==> config.mk <==
export PLATFORM = sky130hd
export DESIGN_NAME = bounded_stack_with_search_core
export DESIGN_NICKNAME = d
export VERILOG_FILES = /design/src/hw/rtl/bss_pkg.sv /design/src/hw/rtl/bounded_stack_with_search_core.sv /design/src/hw/rtl/bss_cell.sv
export SDC_FILE = /design/constraint.sdc
export NUM_CORES = 1
export LEC_CHECK = 0
export ABC_AREA = 1
export BUFFER_PORTS_ARGS = -buffer_cell sky130_fd_sc_hd__buf_2
export CAP_MARGIN = 30
export CORE_ASPECT_RATIO = 1.2
export CORE_MARGIN = 3
export CORE_UTILIZATION = 45
export DETAILED_ROUTE_END_ITERATION = 7
export PLACE_DENSITY = 0.72
export SYNTH_ARGS = -nofsm -noshare
export SYNTH_HDL_FRONTEND = slang
export SYNTH_SLANG_ARGS = --single-unit
==> constraint.sdc <==
create_clock -name clk -period 7.73 [get_ports clk]
set_input_delay 0.773 -clock clk [delete_from_list [all_inputs] [get_ports clk]]
set_output_delay 0.773 -clock clk [all_outputs]
set_load 0.02 [all_outputs]
==> src/hw/rtl/bss_pkg.sv <==
package bss_pkg;

    typedef enum logic [1:0] {
        CMD_PUSH   = 2'd0,
        CMD_POP    = 2'd1,
        CMD_READ   = 2'd2,
        CMD_SEARCH = 2'd3
    } cmd_t;

    typedef enum logic [2:0] {
        ST_OK        = 3'd0,
        ST_OVERFLOW  = 3'd1,
        ST_UNDERFLOW = 3'd2,
        ST_BADPOS    = 3'd3,
        ST_NOTFOUND  = 3'd4
    } status_t;

    // push: every cell takes its neighbor toward the top (cell 0 takes the new word)
    // shift: every cell takes its neighbor toward the bottom; the last held cell wraps
    typedef struct packed {
        logic push;
        logic shift;
    } cell_ctrl_t;

endpackage

==> src/hw/rtl/bounded_stack_with_search_core.sv <==
// Bounded LIFO stack with search.
// Commands: assert start with cmd/value/position; the command is taken on a
// clock edge where start is high and busy is low. Commands are push, pop,
// read at 1-based position from the bottom, and search for a value.
// Each command returns one result, shown for exactly one cycle with done
// high: data, found_position, status, count, empty_res, full_res.
// The receiver cannot stall; results must be taken when done is high.
// Entries live in a row of cells with the top of stack in cell 0.
// Push, pop, a read at a bad position and a search on an empty stack
// finish without a scan: done follows in the next cycle, busy stays low.
// A valid read and a search on a non-empty stack rotate the held entries
// through cell 0, one cell per cycle; busy is high while they rotate and
// done is registered after the last step. Rotation leaves the order.
// Capacity is written on the cfg channel (cfg_valid/cfg_ready) while idle;
// values above DEPTH act as DEPTH.
// Reset (rst_n low, async) empties the stack and sets capacity to 16.
module bounded_stack_with_search_core
    import bss_pkg::*;
#(
    parameter int DEPTH      = 16,
    parameter int DATA_WIDTH = 16
)
(
    input  logic        clk,
    input  logic        rst_n,
    input  logic        start,
    output logic        busy,
    input  logic [1:0]  cmd,
    input  logic [15:0] value,
    input  logic [4:0]  position,
    input  logic        cfg_valid,
    output logic        cfg_ready,
    input  logic [4:0]  cfg_data,
    output logic        done,
    output logic [15:0] data,
    output logic [4:0]  found_position,
    output logic [2:0]  status,
    output logic [4:0]  count,
    output logic        empty_res,
    output logic        full_res
);

    localparam int CW = $clog2(DEPTH + 1);
    localparam int MW = (CW > 5) ? CW : 5;

    typedef enum logic [1:0] {
        S_IDLE = 2'b01,
        S_SCAN = 2'b10
    } state_t;

    state_t                state_reg, state_next;
    logic [CW-1:0]         count_reg, count_next;
    logic [CW-1:0]         step_reg, step_next;
    logic [CW-1:0]         target_reg, target_next;
    logic [4:0]            capacity_reg, capacity_next;
    logic                  done_reg, done_next;
    logic                  full_reg, full_next;
    cmd_t                  cmd_reg, cmd_next;
    logic [DATA_WIDTH-1:0] value_reg, value_next;
    logic [15:0]           data_reg, data_next;
    logic [4:0]            found_reg, found_next;
    status_t               status_reg, status_next;

    logic                  accept;
    cmd_t                  cmd_in;
    logic [DATA_WIDTH-1:0] value_w;
    logic [MW-1:0]         cap_eff;
    logic [MW-1:0]         count_ext;
    logic                  can_push;
    logic                  pos_ok;
    cell_ctrl_t            ctrl;
    logic [DATA_WIDTH-1:0] words [DEPTH];

    assign busy      = (state_reg == S_SCAN);
    assign accept    = start && !busy;
    assign cfg_ready = !busy;
    assign cmd_in    = cmd_t'(cmd);
    assign value_w   = DATA_WIDTH'(value);

    assign count_ext = MW'(count_reg);
    assign cap_eff   = (MW'(capacity_reg) > MW'(DEPTH)) ? MW'(DEPTH) : MW'(capacity_reg);
    assign can_push  = count_ext < cap_eff;
    assign pos_ok    = (position != 5'd0) && (MW'(position) <= count_ext);

    genvar gi;
    generate
        for (gi = 0; gi < DEPTH; gi++)
        begin : g_cell
            logic [DATA_WIDTH-1:0] up_w;
            logic [DATA_WIDTH-1:0] down_w;

            if (gi == 0)
            begin : g_first
                assign up_w = value_w;
            end
            else
            begin : g_mid_up
                assign up_w = words[gi-1];
            end

            if (gi == DEPTH - 1)
            begin : g_final
                assign down_w = '0;
            end
            else
            begin : g_mid_down
                assign down_w = words[gi+1];
            end

            bss_cell #(
                .DATA_WIDTH (DATA_WIDTH)
            ) u_cell (
                .clk       (clk),
                .ctrl      (ctrl),
                .is_last   (count_reg == CW'(gi + 1)),
                .up_word   (up_w),
                .down_word (down_w),
                .wrap_word (words[0]),
                .word      (words[gi])
            );
        end
    endgenerate

    always_comb
    begin
        state_next    = state_reg;
        count_next    = count_reg;
        step_next     = step_reg;
        target_next   = target_reg;
        capacity_next = capacity_reg;
        done_next     = 1'b0;
        full_next     = full_reg;
        cmd_next      = cmd_reg;
        value_next    = value_reg;
        data_next     = data_reg;
        found_next    = found_reg;
        status_next   = status_reg;
        ctrl          = '0;

        if (cfg_valid && cfg_ready)
        begin
            capacity_next = cfg_data;
        end

        unique case (state_reg)
            S_IDLE:
            begin
                if (accept)
                begin
                    cmd_next    = cmd_in;
                    value_next  = value_w;
                    data_next   = '0;
                    found_next  = '0;
                    status_next = ST_OK;
                    step_next   = '0;
                    target_next = CW'(count_ext - MW'(position));
                    unique case (cmd_in)
                        CMD_PUSH:
                        begin
                            done_next = 1'b1;
                            if (can_push)
                            begin
                                ctrl.push  = 1'b1;
                                count_next = count_reg + 1'b1;
                            end
                            else
                            begin
                                status_next = ST_OVERFLOW;
                            end
                        end
                        CMD_POP:
                        begin
                            done_next = 1'b1;
                            if (count_reg != '0)
                            begin
                                ctrl.shift = 1'b1;
                                count_next = count_reg - 1'b1;
                                data_next  = 16'(words[0]);
                            end
                            else
                            begin
                                status_next = ST_UNDERFLOW;
                            end
                        end
                        CMD_READ:
                        begin
                            if (pos_ok)
                            begin
                                state_next = S_SCAN;
                            end
                            else
                            begin
                                done_next   = 1'b1;
                                status_next = ST_BADPOS;
                            end
                        end
                        CMD_SEARCH:
                        begin
                            status_next = ST_NOTFOUND;
                            if (count_reg != '0)
                            begin
                                state_next = S_SCAN;
                            end
                            else
                            begin
                                done_next = 1'b1;
                            end
                        end
                        default:
                        begin
                            done_next = 1'b1;
                        end
                    endcase
                    full_next = (MW'(count_next) >= cap_eff);
                end
            end
            S_SCAN:
            begin
                // cell 0 holds the entry step_reg places below the top
                ctrl.shift = 1'b1;
                step_next  = step_reg + 1'b1;
                if (cmd_reg == CMD_SEARCH && words[0] == value_reg)
                begin
                    found_next  = 5'(count_reg - step_reg);
                    status_next = ST_OK;
                end
                if (cmd_reg == CMD_READ && step_reg == target_reg)
                begin
                    data_next = 16'(words[0]);
                end
                if (step_reg == count_reg - 1'b1)
                begin
                    state_next = S_IDLE;
                    done_next  = 1'b1;
                end
            end
            default:
            begin
                state_next = S_IDLE;
            end
        endcase
    end

    always_ff @(posedge clk or negedge rst_n)
    begin
        if (!rst_n)
        begin
            state_reg    <= S_IDLE;
            count_reg    <= '0;
            capacity_reg <= 5'd16;
            done_reg     <= 1'b0;
            full_reg     <= 1'b0;
        end
        else
        begin
            state_reg    <= state_next;
            count_reg    <= count_next;
            capacity_reg <= capacity_next;
            done_reg     <= done_next;
            full_reg     <= full_next;
        end
    end

    always_ff @(posedge clk)
    begin
        step_reg   <= step_next;
        target_reg <= target_next;
        cmd_reg    <= cmd_next;
        value_reg  <= value_next;
        data_reg   <= data_next;
        found_reg  <= found_next;
        status_reg <= status_next;
    end

    assign done           = done_reg;
    assign data           = data_reg;
    assign found_position = found_reg;
    assign status         = status_reg;
    assign count          = 5'(count_reg);
    assign empty_res      = (count_reg == '0);
    assign full_res       = full_reg;

endmodule

==> src/hw/rtl/bss_cell.sv <==
module bss_cell
    import bss_pkg::*;
#(
    parameter int DATA_WIDTH = 16
)
(
    input  logic                  clk,
    input  cell_ctrl_t            ctrl,
    input  logic                  is_last,
    input  logic [DATA_WIDTH-1:0] up_word,
    input  logic [DATA_WIDTH-1:0] down_word,
    input  logic [DATA_WIDTH-1:0] wrap_word,
    output logic [DATA_WIDTH-1:0] word
);

    logic [DATA_WIDTH-1:0] word_reg;
    logic [DATA_WIDTH-1:0] word_next;

    always_comb
    begin
        word_next = word_reg;
        priority if (ctrl.push)
        begin
            word_next = up_word;
        end
        else if (ctrl.shift)
        begin
            word_next = is_last ? wrap_word : down_word;
        end
        else
        begin
            word_next = word_reg;
        end
    end

    always_ff @(posedge clk)
    begin
        word_reg <= word_next;
    end

    assign word = word_reg;

endmodule

# After elaboration in Yosys (flattened, before gate mapping)
# Index checks and enable logic that the tools add are counted.
# word_totals
ff_bits	322
output_inout_bits	34
elab_cells	179
# op_classes
addsub	5
magnitude_cmp	4
eq_ne	34
n_mux	89
n_reduce_logical	19
# ops
op	n
two-way mux 16 bit	52
== test 5 x 4 -> 1 bit (second input constant)	8
two-way mux 5 bit	7
case mux 16 bit (2 select lines)	1
case mux 5 bit (2 select lines)	3
== test 5 x 3 -> 1 bit (second input constant)	4
== test 16 bit	1
two-way mux 2 bit	7
case mux 3 bit (4 select lines)	1
adder 5 x 1 -> 5 bit (second input constant)	2
== test 2 bit (second input constant)	5
== test 5 x 2 -> 1 bit (second input constant)	2
== test 5 bit	2
two-way mux 1 bit	10
nonzero test 5 bit	2
subtractor 5 bit	2
case mux 2 bit (2 select lines)	2
two-way mux 3 bit	2
inequality test 2 x 1 -> 1 bit (second input constant)	3
inequality test 3 bit (second input constant)	2
case mux 3 bit (2 select lines)	1
AND reduction 2 bit	3
AND reduction 3 bit	2
== test 5 x 1 -> 1 bit (second input constant)	1
18 further kinds	26

# Longest topological paths before layout
# logic_depth
word_depth	9
mapped_depth	16
mapped_depth_nobuf	16

# Cells and area by module
# A second synthesis with hierarchy kept.
# unflattened
hier_cells	2632
hier_area_um2	19832.8
# by_module_without_submodules
module	instances	cells_per_inst	area_per_inst_um2
bss_cell	16	137	993.5
bounded_stack_with_search_core	1	440	3937.5

# Least setup slack after synthesis
# Ideal clock, no wire load.
# synth_timing
path_kind	reg2reg
start	register state_reg[0]
end	register g_cell[10].u_cell.word_reg[0], enable pin
setup_ns	0.612
arrival_ns	6.984
required_time_ns	7.118
slack_ns	0.134
stages_incl_launch_ff	9
path_buffers	0
path_cell_list	dfstp_2 inv_1 ha_1 inv_2 nand2_1 nor2_2 inv_1 a211o_1 nand2_1
# synth_via
elab_chain_len	6
elab_cells_between_ends	8
classes_between	eq/ne (2); mux (3); reduce/logical (3)
# synth_lines
element	line	source
start, declared	bounded_stack_with_search_core.sv:51	state_t state_reg, state_next;
start signal, assigned	bounded_stack_with_search_core.sv:256	state_reg <= state_next;
== test 2 bit *	bounded_stack_with_search_core.sv:74	assign busy = (state_reg == S_SCAN);
via busy	bounded_stack_with_search_core.sv:27	output logic busy,
logical NOT 1 bit *	--	
via cfg_ready	bounded_stack_with_search_core.sv:32	output logic cfg_ready,
logical AND 1 bit *	bounded_stack_with_search_core.sv:75	assign accept = start && !busy;
two-way mux 2 bit *	bounded_stack_with_search_core.sv:148	if (accept)
case mux 1 bit (2 select lines) or two-way mux 1 bit (tied branches)	bounded_stack_with_search_core.sv:145	unique case (state_reg)
nonzero test 2 bit (no line) *	--	
end signal, assigned	bss_cell.sv:38	word_reg <= word_next;
end, declared	bss_cell.sv:16	logic [DATA_WIDTH-1:0] word_reg;
# Mark *: on every way through the listed nets, which the timed path passes. The rest lies on a longest branch.
# A chain may end at the register's enable or synchronous reset.

# Final worst setup path
# layout_timing
start	register count_reg[2], in the netlist count[2]
end	register g_cell[12].u_cell.word_reg[12], enable pin
# layout_via
elab_chain_len	6
elab_cells_between_ends	10
classes_between	order compare (1); mux (7); reduce/logical (2)
# layout_lines
element	line	source
start, declared	bounded_stack_with_search_core.sv:52	logic [CW-1:0] count_reg, count_next;
start signal, assigned	bounded_stack_with_search_core.sv:257	count_reg <= count_next;
less-than comparator 5 bit or nonzero test 5 bit (tied branches)	bounded_stack_with_search_core.sv:82, bounded_stack_with_search_core.sv:174	
two-way mux 1 bit, on equally long branches	bounded_stack_with_search_core.sv:161, bounded_stack_with_search_core.sv:174	
two-way mux 1 bit	bounded_stack_with_search_core.sv:157	unique case (cmd_in)
two-way mux 2 bit *	bounded_stack_with_search_core.sv:148	
two-way mux 1 bit or case mux 1 bit (2 select lines) (tied branches)	bounded_stack_with_search_core.sv:145	
nonzero test 2 bit (no line) *	--	
end signal, assigned	bss_cell.sv:38	
end, declared	bss_cell.sv:16	
# Mark *: on every way between the ends. The rest lies on a longest branch, timed or not.

==> results by group <==
Clocking
  • Postcts setup bufs: 0
  • Clock Sinks: ~320
  • Root buf cell: clkbuf_16
  • Worst-Skew Late Latency: 0.53 ns
  • CTS Buf Count: 34
  • Post-CTS Hold Fix Bufs: 0
  • Clock transition at path regs: 0.07 ns
  • Clock buffer depth: 3
  • Post-CTS sizing: 0
  • H-tree Lvls: 2
  • CTS tree: built

Placed design
  • Placed insts: between 2000 and 2500
  • Post-DP Area: 0.0171 mm2
  • Routability cong.: between 0.8 and 0.9
  • Pre-CTS setup slack: approximately 3.1 ns
  • Port bufs: 65
  • Dpl hpwl: 26100 um

Routing
  • Routed Antenna Nets: 0
  • DRC violations left: 0
  • Drt via density: 5.51
  • Initial DRC Count: 1365
  • Via count: 12500
  • Drt total wl: 41300 um
  • TritonRoute pass-1 iters: 5
  • Drt wl/cell: 18.3 um

GRT
  • All-layer global routing usage: 20.5%
  • GR Overflow Total: 0
  • First-pass GRT wire length: 64800 um
  • Vias in the first global route: 12000
  • Largest net degree at the start of global routing: between 200 and 300
  • Initial antenna violation count: 1

Synthesis
  • Most common cell in the synthesized netlist: nor2_1
  • Top FF cell, synth: edfxtp_1
  • Average cell area after synthesis: 9.42 um2
  • Seq cells post-synth: 322
  • Synth top cells by count: 400 x nor2_1, 334 x a21oi_1, 308 x edfxtp_1
  • Yosys top cell area share: 55.3%
  • EDFF count, synth: 308
  • Synth warn: 0
  • Synth async-reset ratio: between 4 and 5%
  • Dominant cells by area after synthesis: edfxtp_1 55%, a21oi_1 10%, nor2_1 9.0%, nand2_1 4.7%, inv_1 2.2%
  • Net Count, Synth: approximately 1800
  • Post-synthesis cell type count: between 40 and 50
  • Post-synthesis sequential area ratio: 57.4%
  • Post-Synthesis Cells: 1775
  • Post-synth top area cell: edfxtp_1
  • Syn Std Cell Area: 0.0167 mm2

Floorplanning
  • Core footprint: 0.0363 mm2
  • Die X: 182 um
  • DIE HEIGHT: 217 um
  • # IOs: 66
  • Rows: 76
  • Die area: slightly below 0.04 mm2
  • Initial Utilization: 46.1%

Worst setup path
  • Reg2Reg Depth: 8
  • FF-to-FF End: g_cell[12].u_cell.word[12]
  • Worst setup EP type: register
  • Critical R2R Launch: count[2]
  • CP Launch Type: register
  • Critical path required time: between 7 and 8 ns
  • Worst EP arrival: ~4.8 ns
  • Top fanout value on the critical path: 136
  • Critical Setup Path Class: register to register
  • Reg2reg setup slack: 3.09 ns

Timing
  • Final setup margin: 3.09 ns
  • Clk_skew: 0.0151 ns
  • Slew Limit Fails: 0
  • Post-route clock period utilization: 60.0%
  • Slew Limit Headroom: a little under a quarter
  • F_max: about 220 MHz
  • RSZ-0062 raised after global routing: no
  • Setup Viol. Count Final: 0
  • Tmin final: 4.64 ns
  • WHS: 0.161 ns
  • TNS Setup: 0 ns
  • Slew @ Worst Pin: 1.16 ns
  • Final hold violation count: 0

Final layout
  • Post-route cell area: 0.0182 mm2
  • Fill count: around 3300
  • Nets@finish: between 1500 and 2000
  • Final Non-Filler Cells: 2265
  • Antenna Diode Count: 0
  • Layout cell share with drive strength beyond 1: 11.0%
  • Max reg flops: 256
  • Area delta synth->final: 9.06%

Power and ir drop
  • Max IR drop VDD: between 0.15 and 0.2 mV
  • P per Cell Area: 362 mW/mm2
  • Leakage: ~7.1 nW

Run status
  • Status: finished, final reports clean

Min path
  • Worst min path class: primary input to async pin

Flow run
  • Max cap viols: 0
## layout make-up
class	instances	area (um2)	share of cell area [%]
Multi-Input combinational cell	1232	6090	33.4
Sequential cell	322	9600	52.6
Clock buffer	38	887	4.86
Clock inverter	22	211	1.16
Inverter	100	375	2.06
Timing Repair Buffer	83	493	2.70
Tap cell	468	586	3.21
## logic make-up (layout without fill, tap and decap cells)
| group | count (synthesis) | count (layout) | synth area share (%) |
|---|---|---|---|
| compound gates | 469 | 469 | 15.3 |
| xor+xnor | 16 | 16 | 0.838 |
| fa+ha+maj | 29 | 29 | 2.26 |
| buf+inv | 221 | 243 | 6.42 |
| flops | 322 | 322 | 57.4 |
| mux | 19 | 19 | 1.16 |
| simple gates | 699 | 699 | 16.7 |
## routing by layer
layer  wire length, um  global-route usage (%)  vias to the layer above
li1                  -                       -                     6089
met1             17000                    26.7                     5899
met2             20500                    35.2                      410
met3              2340                    2.89                       88
met4              1410                    7.34                        2
met5                13                       0                        -
## worst max-delay path, stage by stage (launching register included)
cell and delay (ns):
dfrtp_1 0.68, ha_1 0.37, a21oi_1 0.15, o21a_2 0.19, nand3_2 0.11, inv_2 0.52
nand2_8 0.63, nand2_4 0.84, buf_4 0.69
## worst max path at each step
stage                                from                    endpoint  slack, ns  cells past startpoint
final                            count[2]  g_cell[12].u_cell.word[12]       3.09                      8
after global routing      capacity_reg[4]  g_cell[11].u_cell.word[12]       2.77                     10
after CTS                        count[2]  g_cell[12].u_cell.word[12]       3.12                      8
after detailed placement  capacity_reg[4]    g_cell[2].u_cell.word[0]       3.12                     10
after global placement    capacity_reg[4]  g_cell[10].u_cell.word[12]       3.15                     10
after floorplan              state_reg[0]   g_cell[10].u_cell.word[0]       0.13                      8
## through the flow
step           power, mW  utilization [%]
5_1_grt             6.99             50.2
6_report            6.60             50.2
3_3_place_gp        4.91             47.2
3_5_place_dp        4.98             47.2
4_1_cts             6.62             50.2
2_1_floorplan       4.45                -
## placed cells by master (no fill, tap or decap), drive strengths merged, types with 3 or more instances in the layout
master  Yosys  layout
dfrtp      12      12
nand3      67      67
clkbuf     65      38
buf        56      83
edfxtp    308     308
ha         27      27
o211ai      6       6
nor2      404     404
nand2     213     213
xnor2      11      11
a21oi     375     375
clkinv      0      14
a211oi      3       3
nand4       6       6
xor2        5       5
o21ai      74      74
inv       100     102
mux2i      16      16
mux2        3       3
bufinv      0       4
nor3        6       6
## power by group
part           total (mW)  leakage [nW]  internal (mW)  switching (mW)
combinational        2.07          3.59          0.657            1.41
clock                1.65         0.534          0.961           0.690
sequential           2.89          3.01           2.62           0.268
total                6.60          7.13           4.24            2.37
(Power assumes the default switching activity.)
